===== config.mk =====
export PLATFORM = sky130hd
export DESIGN_NAME = tmbm_ctrl
export DESIGN_NICKNAME = d
export VERILOG_FILES = /design/src/rtl/tmbm_pkg.sv /design/src/rtl/tmbm_ctrl.sv
export SDC_FILE = /design/constraint.sdc
export NUM_CORES = 1
export LEC_CHECK = 0
export BUFFER_PORTS_ARGS = -buffer_cell sky130_fd_sc_hd__buf_2
export CAP_MARGIN = 5
export CORE_AREA = 10 10 47 49
export DETAILED_ROUTE_END_ITERATION = 10
export DIE_AREA = 0 0 57 59
export GPL_TIMING_DRIVEN = 0
export PLACE_DENSITY = 0.41
export SYNTH_ARGS = -nofsm -noshare
export SYNTH_HDL_FRONTEND = slang
export SYNTH_SLANG_ARGS = --single-unit

===== constraint.sdc =====
create_clock -name clk_i -period 1.5 [get_ports clk_i]
set_input_delay 0.3 -clock clk_i [delete_from_list [all_inputs] [get_ports clk_i]]
set_output_delay 0.3 -clock clk_i [all_outputs]
set_load 0.1 [all_outputs]

===== src/rtl/tmbm_pkg.sv =====
// Shared types and constants of the trimmed-mean battery monitor.
// Used by the channel interfaces and every module of the block; no dependencies.
`default_nettype none

package tmbm_pkg;

  localparam int SAMPLE_W    = 10;
  localparam int LEVEL_W     = 9;
  localparam int FS_W        = 16;
  localparam int DIV_W       = 19;
  localparam int DIVISOR_W   = 16;
  localparam int APB_ADDR_W  = 3;
  localparam int APB_DATA_W  = 32;

  localparam int LEVEL_SCALE = 420;
  localparam int LEVEL_LIMIT = 500;
  localparam int TRIM_COUNT  = 2;

  localparam logic [FS_W-1:0] FULL_SCALE_RESET = 16'd1023;
  // register index of full_scale, taken from paddr[2]
  localparam logic REG_FULL_SCALE = 1'b0;

  typedef enum logic {
    DIV_MEAN  = 1'b0,
    DIV_LEVEL = 1'b1
  } div_sel_e;

  typedef struct packed {
    logic [SAMPLE_W-1:0] sample;
    logic                last;
  } sample_t;

  typedef struct packed {
    logic [SAMPLE_W-1:0] trimmed_mean;
    logic [SAMPLE_W-1:0] smoothed_raw;
    logic [LEVEL_W-1:0]  battery_level;
    logic                overrun;
  } result_t;

  typedef struct packed {
    logic     acc_en;
    logic     div_start;
    div_sel_e div_sel;
    logic     mean_div;
    logic     mean_first;
    logic     smooth_en;
    logic     prod_en;
    logic     level_div;
    logic     level_zero;
    logic     emit;
  } ctrl_cmd_t;

  typedef struct packed {
    logic trim_ok;
    logic fs_zero;
    logic div_done;
    logic out_free;
  } dp_sts_t;

endpackage

`default_nettype wire


===== src/rtl/tmbm_ctrl.sv =====
// Controller: sequences accumulate, mean division, smoothing, level division and emit.
// Depends on tmbm_pkg for the command and status structs.
`default_nettype none

module tmbm_ctrl import tmbm_pkg::*; (
  input  wire logic    clk_i,
  input  wire logic    rst_ni,
  input  wire logic    in_valid_i,
  input  wire logic    in_last_i,
  output logic         in_ready_o,
  input  wire dp_sts_t sts_i,
  output ctrl_cmd_t    cmd_o
);

  localparam logic [2:0] ST_IDLE       = 3'd0;
  localparam logic [2:0] ST_MEAN       = 3'd1;
  localparam logic [2:0] ST_MEAN_WAIT  = 3'd2;
  localparam logic [2:0] ST_SMOOTH     = 3'd3;
  localparam logic [2:0] ST_PROD       = 3'd4;
  localparam logic [2:0] ST_LEVEL      = 3'd5;
  localparam logic [2:0] ST_LEVEL_WAIT = 3'd6;
  localparam logic [2:0] ST_EMIT       = 3'd7;

  logic [2:0] state_q, state_d;
  ctrl_cmd_t  cmd;

  always_comb begin
    state_d = state_q;
    cmd     = '0;
    cmd.div_sel = DIV_MEAN;
    unique case (state_q)
      ST_IDLE: begin
        if (in_valid_i) begin
          cmd.acc_en = 1'b1;
          if (in_last_i) state_d = ST_MEAN;
        end
      end
      ST_MEAN: begin
        if (sts_i.trim_ok) begin
          cmd.div_start = 1'b1;
          state_d       = ST_MEAN_WAIT;
        end else begin
          cmd.mean_first = 1'b1;
          state_d        = ST_SMOOTH;
        end
      end
      ST_MEAN_WAIT: begin
        if (sts_i.div_done) begin
          cmd.mean_div = 1'b1;
          state_d      = ST_SMOOTH;
        end
      end
      ST_SMOOTH: begin
        cmd.smooth_en = 1'b1;
        state_d       = ST_PROD;
      end
      ST_PROD: begin
        cmd.prod_en = 1'b1;
        state_d     = ST_LEVEL;
      end
      ST_LEVEL: begin
        cmd.div_sel = DIV_LEVEL;
        if (sts_i.fs_zero) begin
          cmd.level_zero = 1'b1;
          state_d        = ST_EMIT;
        end else begin
          cmd.div_start = 1'b1;
          state_d       = ST_LEVEL_WAIT;
        end
      end
      ST_LEVEL_WAIT: begin
        cmd.div_sel = DIV_LEVEL;
        if (sts_i.div_done) begin
          cmd.level_div = 1'b1;
          state_d       = ST_EMIT;
        end
      end
      ST_EMIT: begin
        // hold until the result register is free
        if (sts_i.out_free) begin
          cmd.emit = 1'b1;
          state_d  = ST_IDLE;
        end
      end
      default: state_d = ST_IDLE;
    endcase
  end

  always_ff @(posedge clk_i or negedge rst_ni) begin
    if (!rst_ni) begin
      state_q <= ST_IDLE;
    end else begin
      state_q <= state_d;
    end
  end

  assign in_ready_o = (state_q == ST_IDLE);
  assign cmd_o      = cmd;

`ifndef ASSERT_OFF
  a_mean_div_ok: assert property (@(posedge clk_i) disable iff (!rst_ni)
    (cmd.div_start && cmd.div_sel == DIV_MEAN) |-> sts_i.trim_ok)
    else $error("mean division started with too few samples");

  a_level_div_ok: assert property (@(posedge clk_i) disable iff (!rst_ni)
    (cmd.div_start && cmd.div_sel == DIV_LEVEL) |-> !sts_i.fs_zero)
    else $error("level division started with zero full scale");

  a_done_waited: assert property (@(posedge clk_i) disable iff (!rst_ni)
    sts_i.div_done |-> (state_q == ST_MEAN_WAIT || state_q == ST_LEVEL_WAIT))
    else $error("divider finished outside a wait state");
`endif

endmodule

`default_nettype wire


==> impl_metrics.toml <==
[sta]
max_slew_margin_pct = 81.61
slew_violations = 0
setup_ws_ns = -0.06746
finalCritPeriodShare_pct = 104.5
clock_skew_ns = 0.001615
finalSetupTns_ns = -0.4191
setup_viol = 10
period_minus_slack_ns = 1.567
rsz0062_at_grt = "true"
fmax_mhz = 638.0
hold_viol = 0
worst_pin_slew_ns = 0.2739

[clock_network]
cts.sinks = 3
htreeDepth = 1
cts_buffers = 3
cts_buffer_depth = 2
clk_pin_slew_worst_paths_ns = 0.04
clock_latency_ns = 0.23
cts_tree = "done"
root_buffer = "clkbuf_4"

[global_routing]
grt_pass1_vias = 380
grt_max_degree = 10
grt_pass1_wl_microns = 1690
antenna_found_initial = 0
grt_use_total_pct = 6.459
overflow = 0

[run_status]
status = "complete, but fails checks"
violations = "negative setup slack"

[yosys]
ys_seq_area_share_pct = 30.46
avgSynthCellArea_sq_um = 7.951
syn_inst = 31
syn_nets = 39
yosysWarnings = 0
ys_types = 16
synth_area_sq_um = 246.5
synth-seq-cells = 3

[min_path]
whs_path_depth = 4
hp-class = "input port to flop"

[placement]
post-place-ws_ns = -0.1155
io_buffers = 18
place_congestion = 0.7258
dpl_cell_area_sq_um = 442.9
place_hpwl_microns = 672.9

[routing]
drt-initial-drc-count = 2
vias = 319
wl_microns = 972
drtAntennaViolNets = 0
via_per_inst = 4.311
drc_errors = 0
wire_per_inst_microns = 13.14
drt_first_pass_iters = 2

[critical_path]
required_ns = 1.20
path_max_fanout = 5
reg2reg_depth = 3
critical_path_arrival_ns = 1.27
crit_type = "flop to output pin"
endpoint_kind = "output pin"
startpoint_type = "flop"

[floorplan]
core_sq_mm = 0.001401
die_area_sq_mm = 0.003363
io_pins = 19
die_h_microns = 59
die_width_microns = 57
initial_core_util_pct = 17.59
rows = 14

[cells_and_area]
largest_reg_flops = 3
final_common_cell = "buf_12"
postLayoutCellArea_sq_um = 664.4
mostFrequentLayoutCells = "buf_12 (9), buf_2 (7), nor2_1 (5), buf_6 (4), buf_4 (4)"
regMostFlops = "state_q"
layout-drive-gt1-share_pct = 77.59
num_antenna_cells = 0
nets = 67
largest_registers = "state_q: 3 flops"
area_delta_synth_final_pct = 169.5

[run]
max_cap_violations = 0
==> worst paths after layout <==
kind / start / end / slack [ns]
setup reg to reg: state_q[2] / state_q[0] / 0.18
hold reg to reg: state_q[1] / state_q[1] / 0.66
setup / recovery: state_q[2] / cmd_o[9] / -0.07
min in group asynchronous: rst_ni / state_q[1] / 0.39
hold / removal: sts_i[0] / state_q[1] / 0.37
max in group asynchronous: rst_ni / state_q[2] / 0.99
==> cell type report <==
type                    instances  area [sq um]
fillers                       143         737.0
repair buffers                 23         277.8
clock buffers                   4         26.28
plain buffers                   2         22.52
flip-flops and latches          3         77.57
well taps                      16         20.02
multi-input cells              26         240.2
==> cells in the mapped netlist (all sizes together) <==
library cell | number | area [sq um]
nor2b | 1 | 8.760
mux4 | 1 | 22.52
nor2 | 8 | 30.03
and3 | 1 | 7.510
o21ai | 1 | 5.000
nand2 | 3 | 11.26
buf | 2 | 16.26
a21o | 1 | 7.510
and2 | 3 | 20.02
nor3b | 1 | 7.510
dfrtp | 3 | 75.07
nor3 | 3 | 15.01
nand2b | 2 | 12.51
a21boi | 1 | 7.510
==> cell families (layout without fill, tap and decap cells) <==
logic type / Yosys count / after routing / synth area share [%]
compound gates: 3 / 3 / 8.122
simple gates: 22 / 22 / 45.69
mux: 1 / 1 / 9.136
buf+inv: 2 / 29 / 6.597
flops: 3 / 3 / 30.46
==> metrics by stage <==
step	cells	hold slack [ns]	utilization, %
after floorplan	31	0.004409	-
after global placement	65	0.09864	31.61
after detailed placement	65	0.09759	31.61
after CTS	73	0.3676	46.25
after global routing	74	0.3934	47.41
final	74	0.3654	47.41
==> worst max-delay path, stage by stage, from the launching register on <==
cell	delay, ns
dfrtp_2	0.43
buf_6	0.15
nor3_4	0.11
and2_4	0.17
buf_12	0.16
==> what timing repair did <==
action                     in CTS  in global routing
gates cloned                    1                  0
hold endpoints to repair        3                  0
setup endpoints to repair      11                 11
buffers inserted                2                  1
gates resized for setup        43                  2
hold buffers                    1                  0
pin swaps                       5                  1
==> per-layer routing <==
metal  share of wire [%]  global-route usage (%)  vias to the layer above
met1                  35                   6.108                      150
met3                  12                   4.506                        0
met2                  52                   9.612                       10
met5                   0                       0                        -
li1                    -                       -                      159
met4                   0                   5.034                        0
Power is left out: the tool's default activity adds up to more than one toggle a clock period on the data nets, which glitch-free logic cannot reach.
