<file path="src/rtl/tmbm_pkg.sv">
// Shared types and constants of the trimmed-mean battery monitor.
// Used by the channel interfaces and every module of the block; no dependencies.
`default_nettype none

package tmbm_pkg;

  localparam int SAMPLE_W    = 10;
  localparam int LEVEL_W     = 9;
  localparam int FS_W        = 16;
  localparam int DIV_W       = 19;
  localparam int DIVISOR_W   = 16;
  localparam int APB_ADDR_W  = 3;
  localparam int APB_DATA_W  = 32;

  localparam int LEVEL_SCALE = 420;
  localparam int LEVEL_LIMIT = 500;
  localparam int TRIM_COUNT  = 2;

  localparam logic [FS_W-1:0] FULL_SCALE_RESET = 16'd1023;
  // register index of full_scale, taken from paddr[2]
  localparam logic REG_FULL_SCALE = 1'b0;

  typedef enum logic {
    DIV_MEAN  = 1'b0,
    DIV_LEVEL = 1'b1
  } div_sel_e;

  typedef struct packed {
    logic [SAMPLE_W-1:0] sample;
    logic                last;
  } sample_t;

  typedef struct packed {
    logic [SAMPLE_W-1:0] trimmed_mean;
    logic [SAMPLE_W-1:0] smoothed_raw;
    logic [LEVEL_W-1:0]  battery_level;
    logic                overrun;
  } result_t;

  typedef struct packed {
    logic     acc_en;
    logic     div_start;
    div_sel_e div_sel;
    logic     mean_div;
    logic     mean_first;
    logic     smooth_en;
    logic     prod_en;
    logic     level_div;
    logic     level_zero;
    logic     emit;
  } ctrl_cmd_t;

  typedef struct packed {
    logic trim_ok;
    logic fs_zero;
    logic div_done;
    logic out_free;
  } dp_sts_t;

endpackage

`default_nettype wire

</file>
<file path="src/rtl/tmbm_div.sv">
// Restoring divider, one quotient bit per cycle, shared by the mean and level paths.
// Depends on tmbm_pkg for operand widths.
`default_nettype none

module tmbm_div import tmbm_pkg::*; (
  input  wire logic                 clk_i,
  input  wire logic                 rst_ni,
  input  wire logic                 start_i,
  input  wire logic [DIV_W-1:0]     dividend_i,
  input  wire logic [DIVISOR_W-1:0] divisor_i,
  output logic                      done_o,
  output logic [DIV_W-1:0]          quotient_o
);

  localparam int STEP_W = $clog2(DIV_W + 1);

  logic                 busy_q, busy_d;
  logic                 done_q, done_d;
  logic [STEP_W-1:0]    step_q, step_d;
  logic [DIV_W-1:0]     quo_q, quo_d;
  logic [DIVISOR_W-1:0] rem_q, rem_d;
  logic [DIVISOR_W-1:0] dsr_q, dsr_d;
  logic [DIVISOR_W:0]   trial;
  logic [DIVISOR_W:0]   diff;

  assign trial = {rem_q, quo_q[DIV_W-1]};
  assign diff  = trial - {1'b0, dsr_q};

  always_comb begin
    busy_d = busy_q;
    done_d = 1'b0;
    step_d = step_q;
    quo_d  = quo_q;
    rem_d  = rem_q;
    dsr_d  = dsr_q;
    if (start_i) begin
      busy_d = 1'b1;
      step_d = STEP_W'(DIV_W);
      quo_d  = dividend_i;
      rem_d  = '0;
      dsr_d  = divisor_i;
    end else if (busy_q) begin
      // shift in the next dividend bit, subtract when it fits
      if (trial >= {1'b0, dsr_q}) begin
        rem_d = diff[DIVISOR_W-1:0];
        quo_d = {quo_q[DIV_W-2:0], 1'b1};
      end else begin
        rem_d = trial[DIVISOR_W-1:0];
        quo_d = {quo_q[DIV_W-2:0], 1'b0};
      end
      step_d = step_q - STEP_W'(1);
      if (step_q == STEP_W'(1)) begin
        busy_d = 1'b0;
        done_d = 1'b1;
      end
    end
  end

  always_ff @(posedge clk_i or negedge rst_ni) begin
    if (!rst_ni) begin
      busy_q <= 1'b0;
      done_q <= 1'b0;
      step_q <= '0;
    end else begin
      busy_q <= busy_d;
      done_q <= done_d;
      step_q <= step_d;
    end
  end

  always_ff @(posedge clk_i) begin
    quo_q <= quo_d;
    rem_q <= rem_d;
    dsr_q <= dsr_d;
  end

  assign done_o     = done_q;
  assign quotient_o = quo_q;

endmodule

`default_nettype wire

</file>
<file path="src/rtl/tmbm_dp.sv">
// Datapath: burst accumulators, mean, smoothing, level scaling and the result register.
// Depends on tmbm_pkg and tmbm_div; driven by commands from tmbm_ctrl.
`default_nettype none

module tmbm_dp import tmbm_pkg::*; #(
  parameter int MAX_BURST = 4
) (
  input  wire logic                clk_i,
  input  wire logic                rst_ni,
  input  wire ctrl_cmd_t           cmd_i,
  output dp_sts_t                  sts_o,
  input  wire logic [SAMPLE_W-1:0] sample_i,
  input  wire logic [FS_W-1:0]     fs_i,
  input  wire logic                out_ready_i,
  output logic                     out_valid_o,
  output result_t                  result_o
);

  localparam int CNT_W = $clog2(MAX_BURST + 1);
  localparam int SUM_W = SAMPLE_W + CNT_W;

  logic [CNT_W-1:0]    cnt_q;
  logic [SUM_W-1:0]    sum_q;
  logic [SAMPLE_W-1:0] min_q, max_q, first_q;
  logic                ovr_q;
  logic [SAMPLE_W-1:0] mean_q;
  logic [SAMPLE_W-1:0] sv_q;
  logic [DIV_W-1:0]    prod_q;
  logic [LEVEL_W-1:0]  level_q;
  logic                out_valid_q, out_valid_d;
  result_t             out_q;

  logic [7:0]           cnt_x;
  logic                 has_room;
  logic [SUM_W-1:0]     trimmed_sum;
  logic [SAMPLE_W:0]    avg_sum;
  logic [SAMPLE_W-1:0]  sv_next;
  logic [SAMPLE_W-1:0]  clamped;
  logic [DIV_W-1:0]     div_dividend;
  logic [DIVISOR_W-1:0] div_divisor;
  logic                 div_done;
  logic [DIV_W-1:0]     div_quo;
  logic                 out_free;

  assign cnt_x       = 8'(cnt_q);
  assign has_room    = cnt_x < 8'(MAX_BURST);
  assign trimmed_sum = sum_q - SUM_W'(max_q) - SUM_W'(min_q);

  assign div_dividend = (cmd_i.div_sel == DIV_MEAN) ? DIV_W'(trimmed_sum) : prod_q;
  assign div_divisor  = (cmd_i.div_sel == DIV_MEAN) ?
                        DIVISOR_W'(cnt_x - 8'(TRIM_COUNT)) : fs_i;

  tmbm_div u_div (
    .clk_i      (clk_i),
    .rst_ni     (rst_ni),
    .start_i    (cmd_i.div_start),
    .dividend_i (div_dividend),
    .divisor_i  (div_divisor),
    .done_o     (div_done),
    .quotient_o (div_quo)
  );

  assign avg_sum = {1'b0, mean_q} + {1'b0, sv_q};
  assign sv_next = (sv_q != '0) ? avg_sum[SAMPLE_W:1] : mean_q;
  assign clamped = (FS_W'(sv_q) > fs_i) ? fs_i[SAMPLE_W-1:0] : sv_q;

  assign out_free = !out_valid_q || out_ready_i;

  // burst accumulators
  always_ff @(posedge clk_i or negedge rst_ni) begin
    if (!rst_ni) begin
      cnt_q   <= '0;
      sum_q   <= '0;
      min_q   <= '0;
      max_q   <= '0;
      first_q <= '0;
      ovr_q   <= 1'b0;
    end else if (cmd_i.emit) begin
      cnt_q   <= '0;
      sum_q   <= '0;
      min_q   <= '0;
      max_q   <= '0;
      first_q <= '0;
      ovr_q   <= 1'b0;
    end else if (cmd_i.acc_en) begin
      if (has_room) begin
        if (cnt_q == '0) begin
          first_q <= sample_i;
          min_q   <= sample_i;
          max_q   <= sample_i;
        end else begin
          if (sample_i < min_q) min_q <= sample_i;
          if (sample_i > max_q) max_q <= sample_i;
        end
        sum_q <= sum_q + SUM_W'(sample_i);
        cnt_q <= cnt_q + CNT_W'(1);
      end else begin
        ovr_q <= 1'b1;
      end
    end
  end

  // smoothed reading survives bursts
  always_ff @(posedge clk_i or negedge rst_ni) begin
    if (!rst_ni) begin
      sv_q <= '0;
    end else if (cmd_i.smooth_en) begin
      sv_q <= sv_next;
    end
  end

  always_ff @(posedge clk_i) begin
    if (cmd_i.mean_div) begin
      mean_q <= div_quo[SAMPLE_W-1:0];
    end else if (cmd_i.mean_first) begin
      mean_q <= first_q;
    end
    if (cmd_i.prod_en) begin
      prod_q <= DIV_W'(clamped) * DIV_W'(LEVEL_SCALE);
    end
    if (cmd_i.level_div) begin
      level_q <= (div_quo > DIV_W'(LEVEL_LIMIT)) ? LEVEL_W'(LEVEL_LIMIT)
                                                 : div_quo[LEVEL_W-1:0];
    end else if (cmd_i.level_zero) begin
      level_q <= '0;
    end
    if (cmd_i.emit) begin
      out_q.trimmed_mean  <= mean_q;
      out_q.smoothed_raw  <= sv_q;
      out_q.battery_level <= level_q;
      out_q.overrun       <= ovr_q;
    end
  end

  always_comb begin
    out_valid_d = out_valid_q;
    if (cmd_i.emit) begin
      out_valid_d = 1'b1;
    end else if (out_ready_i) begin
      out_valid_d = 1'b0;
    end
  end

  always_ff @(posedge clk_i or negedge rst_ni) begin
    if (!rst_ni) begin
      out_valid_q <= 1'b0;
    end else begin
      out_valid_q <= out_valid_d;
    end
  end

  assign sts_o.trim_ok  = cnt_x > 8'(TRIM_COUNT);
  assign sts_o.fs_zero  = (fs_i == '0);
  assign sts_o.div_done = div_done;
  assign sts_o.out_free = out_free;

  assign out_valid_o = out_valid_q;
  assign result_o    = out_q;

`ifndef ASSERT_OFF
  a_cnt_bound: assert property (@(posedge clk_i) disable iff (!rst_ni)
    cnt_x <= 8'(MAX_BURST))
    else $error("sample count above burst bound");

  a_emit_valid: assert property (@(posedge clk_i) disable iff (!rst_ni)
    cmd_i.emit |=> out_valid_q && (cnt_q == '0) && !ovr_q)
    else $error("emit did not load result and clear burst");

  a_emit_free: assert property (@(posedge clk_i) disable iff (!rst_ni)
    cmd_i.emit |-> out_free)
    else $error("result overwritten before transfer");
`endif

endmodule

`default_nettype wire

</file>
<file path="config.mk">
export PLATFORM = sky130hd
export DESIGN_NAME = tmbm_dp
export DESIGN_NICKNAME = d
export VERILOG_FILES = /design/src/rtl/tmbm_pkg.sv /design/src/rtl/tmbm_div.sv /design/src/rtl/tmbm_dp.sv
export SDC_FILE = /design/constraint.sdc
export NUM_CORES = 1
export LEC_CHECK = 0
export ABC_AREA = 1
export BUFFER_PORTS_ARGS = -buffer_cell sky130_fd_sc_hd__buf_2
export CAP_MARGIN = 20
export CORE_ASPECT_RATIO = 1.25
export CORE_MARGIN = 8
export CORE_UTILIZATION = 55
export DETAILED_ROUTE_END_ITERATION = 8
export PLACE_DENSITY = 0.74
export SLEW_MARGIN = 0
export SYNTH_ARGS = -nofsm -noshare
export SYNTH_HDL_FRONTEND = slang
export SYNTH_SLANG_ARGS = --single-unit
</file>
<file path="constraint.sdc">
create_clock -name clk_i -period 11.9 [get_ports clk_i]
set_input_delay 0.595 -clock clk_i [delete_from_list [all_inputs] [get_ports clk_i]]
set_output_delay 0.595 -clock clk_i [all_outputs]
set_load 0.005 [all_outputs]
</file>
==> impl_metrics.env, run 1 <==
export IMPL_netSwitchingFraction_pct=45.01
export IMPL_fin_worst_skew_ns=0.01207
export IMPL_setup_tns_ns=0
export IMPL_maxSlewHeadroom_pct=39.91
export IMPL_fin_crit_ns=5.553
export IMPL_fp_dieH_um=182.6
export IMPL_die_area_um2=27270
export IMPL_worstSetupStartpoint="sv_q[4]$_DFFE_PN0P_"
export IMPL_cts_buffer_depth=2
export IMPL_vias_per_cell=5.433
export IMPL_wl_per_cell_um=15.85
export IMPL_path_max_fanout=30
export IMPL_area_growth_pct=10.09
export IMPL_clock_power_share_pct=16.5
export IMPL_power_switching_mw=1.589
export IMPL_power_internal_mw=1.941
export IMPL_period_share_pct=46.67
export IMPL_grt_pass1_vias=9804
export IMPL_synth_async_reset_ratio_pct=35.71
export IMPL_die_x_um=149.3
export IMPL_io_pins=74
export IMPL_crit_arrival_ns=5.75
export IMPL_antenna_found_initial=2
export IMPL_htreeDepth=4
export IMPL_synth_edf_count=101
export IMPL_whs_ns=0.3233
export IMPL_cts_made_buffers=17
export IMPL_cts_hold_buffers=0
export IMPL_grt_use_total_pct=21.91
export IMPL_path_clk_slew_ns=0.08
export IMPL_gp_congestion=0.9199
export IMPL_finalHoldViolCount=0
export IMPL_place_ws_ns=6.125
export IMPL_drt_initial_drc_count=597
export IMPL_worstSetupPathType="register to register"
export IMPL_postCtsSetupRepairBufs=0
export IMPL_synth_area_um2=12220
export IMPL_endpoint_kind="register"
export IMPL_powerDensity_nw_per_um2=262.4
export IMPL_first_pass_iters=5
export IMPL_route_detailed_drc=0
export IMPL_cts_resized_gates=0
export IMPL_clock_sinks=182
export IMPL_fin_cells=1853
export IMPL_avgSynthCellArea_um2=8.200
export IMPL_rows=61
export IMPL_fmax_ghz=0.1801
export IMPL_ys_seq_elements=182
export IMPL_p_seq_share_pct=28.9
export IMPL_fill_cells=1897
export IMPL_start_util_pct=55.39
export IMPL_ant_nets=0
export IMPL_ys_warn_count=0
export IMPL_worstMarginPinSlew_ns=0.9013
export IMPL_min_path_type="input port to async pin"
export IMPL_final_util_pct=60.98
export IMPL_clk_latency_ns=0.44
export IMPL_portBuffers=73
export IMPL_finalSetupViolCount=0
export IMPL_comb_power_share_pct=54.6
export IMPL_yosysSeqAreaShare_pct=40.76
export IMPL_wirelength_mm=29.38
export IMPL_vias=10068
export IMPL_nNetsFinal=1747
export IMPL_cap_violations=0
export IMPL_dp_cells=1820
export IMPL_slew_viol_final=0
export IMPL_worstSetupStartpointType="register"
export IMPL_netlist_instances=1490
export IMPL_root_buffer="clkbuf_16"
export IMPL_synth_nets=1681
export IMPL_status="complete, no violations"
export IMPL_gr_total_overflow=0
export IMPL_yosysUniqueCellTypes=42
export IMPL_cts_tree="yes"
export IMPL_core_region_area_um2=22060
export IMPL_grt_max_degree=66
export IMPL_synth_ff_type="edfxtp_1"
export IMPL_ir_worst_vdd_v=0.0002163
export IMPL_leakage_nw=6.888
export IMPL_rsz0062_at_grt="no"
export IMPL_required_ns=12.10
export IMPL_drive_above_1_share_pct=8.158
export IMPL_layout_setup_ws_ns=6.347
export IMPL_grt_pass1_wl_mm=48.08
export IMPL_dp_hpwl_mm=22.45
export IMPL_r2r_start="sv_q[4]$_DFFE_PN0P_"
-- per-layer routing --
layer / routed length, um / track usage, % / vias up / share of wire, %
met5: 10 / 0 / - / 0.034
met3: 1076 / 3.469 / 47 / 3.7
met4: 641 / 7.163 / 2 / 2.2
met2: 14820 / 38.53 / 234 / 50
met1: 12830 / 26.74 / 4761 / 44
li1: - / - / 5024 / -
-- area by class of cell --
class | count | area (um^2) | share of cell area (%)
diodes | 1 | 2.502 | 0.01860
clock buffers | 17 | 425.4 | 3.163
clock inverters | 15 | 192.7 | 1.433
inverters | 240 | 900.9 | 6.698
multi-input cells | 1036 | 6185 | 45.98
flip-flops and latches | 182 | 4980 | 37.02
well taps | 283 | 354.1 | 2.633
repair buffers | 79 | 410.4 | 3.051
-- state kept, by name (all words and copies together), names as in the netlist --
register / flops
cnt_q: 3
prod_q: 17
sv_q: 10
max_q: 10
ovr_q: 1
out_valid_o: 1
min_q: 10
first_q: 10
result_o: 30
u_div.dsr_q: 16
mean_q: 10
sum_q: 13
u_div.done_o: 1
u_div.rem_q: 16
level_q: 9
u_div.quotient_o: 19
u_div.busy_q: 1
u_div.step_q: 5
-- cell families (layout without fill, tap and decap cells) --
family                     count (synthesis)  after routing  synth area share, %
adders and majority gates                152            152                16.98
other                                      0              1                    0
AOI/OAI and AO/OA                        221            221                9.688
xor gates and xnor gates                  28             28                2.007
buffers and inverters                    272            351                8.623
and+or+nand+nor                          635            635                21.95
DFF                                      182            182                40.76
-- synthesized netlist by cell type (3+ instances only) --
cell type  number  area share, %
a21o_1          4           0.25
a21oi_1        71            2.9
buf_2           8           0.33
buf_4           4           0.25
clkbuf_1       18           0.55
dfrtp_1        65             13
dfxtp_1        16            2.6
edfxtp_1      101             25
fa_1           23            3.8
ha_1          129             13
inv_1         238            7.3
nand2_1       398             12
nand2_2         3           0.15
nand3_1       110            4.5
nand3b_1        8           0.49
nand4_1        17           0.87
nor2_1         72            2.2
nor2_2          3           0.15
nor3_1         10           0.41
nor4_1          4           0.20
o211ai_1        6           0.37
o21a_1          5           0.31
o21ai_0       121            5.0
o21bai_1        4           0.25
or2_2           3           0.15
xnor2_1        18            1.3
xor2_1         10           0.72
-- layout by cell type, fill, tap and decap left out, types with 4 or more instances in the layout --
cell and n:
nor3_1 10, buf_4 6, nand3_1 110, o21bai_1 4, dfrtp_1 65, ha_1 129, xnor2_1 18, xor2_1 10
a21o_1 4, nor4_1 4, o21a_1 5, fa_1 23, o211ai_1 6, nor2_1 72, nand3b_1 8, a21oi_1 71
clkinv_8 4, edfxtp_1 101, nand2_1 398, inv_1 238, buf_2 73, clkbuf_16 17, nand4_1 17, dfxtp_1 16
o21ai_0 121, inv_8 4
-- per-stage QoR --
step,instance area [um^2],power (mW)
2_1_floorplan,12220,2.477
3_3_place_gp,12830,2.886
4_1_cts,13450,3.541
6_report,13450,3.530
3_5_place_dp,12830,2.939
5_1_grt,13450,3.873
-- path summary, 6_finish.rpt --
kind / end / cells after the start / slack, ns
setup / recovery: prod_q[15]$_DFFE_PP_ / 25 / 6.35
setup reg to reg: prod_q[15]$_DFFE_PP_ / 25 / 6.35
max in group asynchronous: sv_q[2]$_DFFE_PN0P_ / 2 / 10.95
min in group clk_i: out_valid_o$_DFFE_PN0P_ / 4 / 0.40
hold / removal: u_div.step_q[1]$_DFFE_PN0P_ / 2 / 0.32
hold reg to reg: result_o[7]$_DFFE_PP_ / 0 / 0.43
-- power by group through the flow --
stage	clock, mW	combinational (mW)	sequential, mW
after floorplan	0	1.49	0.986
after global placement	0	1.86	1.03
after detailed placement	0	1.91	1.03
after CTS	0.591	1.93	1.02
after global routing	0.619	2.22	1.04
final	0.583	1.93	1.02
-- critical path, stage by stage, from the launching register on --
cell and delay [ns]:
dfrtp_1 0.50, ha_1 0.33, nand2_1 0.06, nor3_1 0.19
nand3_1 0.09, o21bai_1 0.13, inv_1 0.05, nand2_1 0.55
o21ai_0 0.39, ha_1 0.38, inv_1 0.05, fa_1 0.50
inv_1 0.04, ha_1 0.26, inv_1 0.05, fa_1 0.53
inv_1 0.05, ha_1 0.34, nand2_1 0.12, inv_1 0.04
a21oi_1 0.20, o21ai_0 0.16, nand3_1 0.12, nand2_1 0.06
nand2_1 0.06, nand2_1 0.04
No activity file was read; power rests on OpenSTA's default activity.
==> inputs of run 2 (changes only) <==
- ABC_AREA: 1 -> 0
- clock period: 11.9 -> 5.7 ns (I/O delays scaled with it)
==> impl_metrics.env, run 2 <==
export IMPL_ir_worst_vdd_v=0.0007564
export IMPL_clk_latency_ns=0.44
export IMPL_cts_made_buffers=17
export IMPL_synth_nets=1345
export IMPL_vias_per_cell=5.828
export IMPL_die_x_um=147.1
export IMPL_grt_pass1_wl_mm=47.02
export IMPL_synth_commonest_cells="129 x ha_1, 116 x nand2_1, 105 x inv_1"
export IMPL_cts_tree="yes"
export IMPL_vias=8836
export IMPL_status="complete, no violations"
export IMPL_cap_violations=0
export IMPL_powerDensity_nw_per_um2=641.5
export IMPL_path_max_fanout=6
export IMPL_worst_path_buf_inv=4
export IMPL_grt_max_degree=66
export IMPL_worstSetupStartpointType="register"
export IMPL_clock_sinks=182
export IMPL_route_detailed_drc=0
export IMPL_min_path_type="input port to async pin"
export IMPL_htreeDepth=4
export IMPL_portBuffers=73
export IMPL_dp_hpwl_mm=21.22
export IMPL_diodes=0
export IMPL_cts_buffer_depth=2
export IMPL_seq_area_um2=4980
export IMPL_fmax_ghz=0.1797
export IMPL_yosysUniqueCellTypes=75
export IMPL_synthTopCellsByArea="edfxtp_1 26%, dfrtp_1 14%, ha_1 14%"
export IMPL_postCtsSetupRepairBufs=0
export IMPL_synth_top_area_share_pct=25.67
export IMPL_maxSlewHeadroom_pct=37.48
export IMPL_multiInputGateArea_um2=6296
export IMPL_fin_crit_ns=5.565
export IMPL_cts_hold_buffers=0
export IMPL_crit_family="adder cells"
export IMPL_io_pins=74
export IMPL_wl_per_cell_um=18.63
export IMPL_fill_cells=1740
export IMPL_start_util_pct=55.42
export IMPL_layout_setup_ws_ns=0.1351
export IMPL_yosysTopAreaCell="edfxtp_1"
export IMPL_grt_use_total_pct=21.87
export IMPL_root_buffer="clkbuf_16"
export IMPL_reg2reg_slack_ns=0.14
export IMPL_post_synth_top_count_cell="ha_1"
export IMPL_endpoint_kind="register"
export IMPL_synth_async_reset_ratio_pct=35.71
export IMPL_area_growth_pct=10.67
export IMPL_r2r_start="sv_q[1]$_DFFE_PN0P_"
export IMPL_grt_pass1_vias=9223
export IMPL_fin_worst_skew_ns=0.01039
export IMPL_largest_reg_flops=30
export IMPL_ys_seq_elements=182
export IMPL_final_cell_mix="129 x ha_1, 116 x nand2_1, 105 x inv_1"
export IMPL_synth_ff_type="edfxtp_1"
export IMPL_rows=60
export IMPL_yosysSeqAreaShare_pct=42.15
export IMPL_place_ws_ns=-0.1273
export IMPL_nNetsFinal=1415
export IMPL_ff2ff_path_depth=22
export IMPL_ant_nets=0
export IMPL_gp_congestion=0.9640
export IMPL_rsz0062_at_grt="yes"
export IMPL_avgSynthCellArea_um2=10.24
export IMPL_leakage_nw=5.898
export IMPL_path_clk_slew_ns=0.08
export IMPL_wirelength_mm=28.24
export IMPL_gr_total_overflow=0
export IMPL_drive_above_1_share_pct=12.85
export IMPL_r2r_end="prod_q[17]$_DFFE_PP_"
export IMPL_crit_arrival_ns=5.75
export IMPL_critPathSlowestCell="fa_1"
export IMPL_synth_edf_count=101
export IMPL_first_pass_iters=5
export IMPL_cpPeakStageDelay_ns=0.53
export IMPL_die_area_um2=26460
export IMPL_required_ns=5.89
export IMPL_worstSetupPathType="register to register"
export IMPL_synth_area_um2=11820
export IMPL_fp_dieH_um=179.9
export IMPL_cp_cell_sequence="ha_1 > nor2b_1 > o21a_1 > o21a_1 > o21a_1 > o21ai_1 > a21oi_4 > mux2_2 > ha_1 > inv_1 > fa_1 > inv_1 > ha_1 > inv_1 > fa_1 > inv_1 > ha_1 > nor2b_1 > o41ai_2 > o21ai_1 > o41ai_2 > xnor2_1"
export IMPL_worstMarginPinSlew_ns=0.9378
export IMPL_slew_viol_final=0
export IMPL_period_share_pct=97.63
export IMPL_ys_warn_count=0
export IMPL_finalSetupViolCount=0
export IMPL_core_region_area_um2=21320
export IMPL_drt_initial_drc_count=608
export IMPL_whs_ns=0.02053
export IMPL_netlist_instances=1154
export IMPL_antenna_found_initial=0
export IMPL_final_common_cell="ha_1"
export IMPL_finalHoldViolCount=0
==> run 2: cell count changes in the layout (fill, tap and decap cells not counted), sizes merged, moves of 15 or more <==
cell / delta
o21ai: -79
a22o: +15
nand3: -85
mux2i: +33
a21o: +21
nand2: -287
a211oi: +19
inv: -135
mux2: +24
nor2b: +21
==> run 2: worst max-delay path by stage <==
stage	from	to	slack (ns)	cells past startpoint
2_1_floorplan	sv_q[7]$_DFFE_PN0P_	prod_q[17]$_DFFE_PP_	0.42	22
3_3_place_gp	fs_i[7]	prod_q[17]$_DFFE_PP_	0.27	23
3_5_place_dp	fs_i[7]	prod_q[17]$_DFFE_PP_	-0.13	23
4_1_cts	sv_q[1]$_DFFE_PN0P_	prod_q[17]$_DFFE_PP_	0.02	22
5_1_grt	sv_q[1]$_DFFE_PN0P_	prod_q[17]$_DFFE_PP_	-0.05	22
6_report	sv_q[1]$_DFFE_PN0P_	prod_q[17]$_DFFE_PP_	0.14	22
==> run 2: layout make-up <==
class / count / area share [%]
multi-input combinational: 830 / 48.15
timing repair buffer: 87 / 3.598
tap: 279 / 2.670
clock inverter: 15 / 1.206
inverter: 106 / 3.043
sequential: 182 / 38.08
clock buffer: 17 / 3.253
==> run 2: per-layer routing <==
metal	wire (um)	track usage [%]
met1	12020	26.23
met2	14030	37.68
met3	1204	3.894
met4	988	9.485
met5	0	0
==> run 2: through the flow <==
stage               cell area (um^2)  instances  util (%)  TNS [ns]  power, mW
floorplan                      11820       1154         -         0      5.912
global placement               12470       1484     58.47         0      6.902
detailed placement             12470       1484     58.47   -0.1273      7.075
CTS                            13060       1516     61.24         0      8.327
global route                   13080       1516     61.33  -0.04952      9.131
finish                         13080       1516     61.33         0      8.389
==> run 2: timing repair <==
item / CTS / global route
cloned: 0 / 0
endpoints found under the setup margin: 1 / 2
gates resized for setup: 1 / 3
==> run 2: worst reg2reg max path, cell delays in order, from the launching register on <==
cell     delay [ns]
dfrtp_1        0.47
ha_1           0.33
nor2b_1        0.15
o21a_1         0.17
o21a_1         0.16
o21a_1         0.16
o21ai_1        0.19
a21oi_4        0.12
mux2_2         0.34
ha_1           0.28
inv_1          0.05
fa_1           0.50
inv_1          0.04
ha_1           0.27
inv_1          0.05
fa_1           0.53
inv_1          0.04
ha_1           0.33
nor2b_1        0.18
o41ai_2        0.33
o21ai_1        0.18
o41ai_2        0.31
xnor2_1        0.12
==> run 2: cell families after synthesis <==
family	after synthesis	synth area share, %
mux	57	5.083
buf+inv	142	4.797
compound gates	249	14.17
xor+xnor	44	3.262
flops	182	42.15
simple gates	328	12.98
fa+ha+maj	152	17.56
==> run 2: power breakdown <==
group | leakage (nW) | internal (mW) | switching, mW
registers | 1.99 | 1.96 | 0.228
clock network | 0.286 | 0.586 | 0.577
logic | 3.62 | 2.27 | 2.77
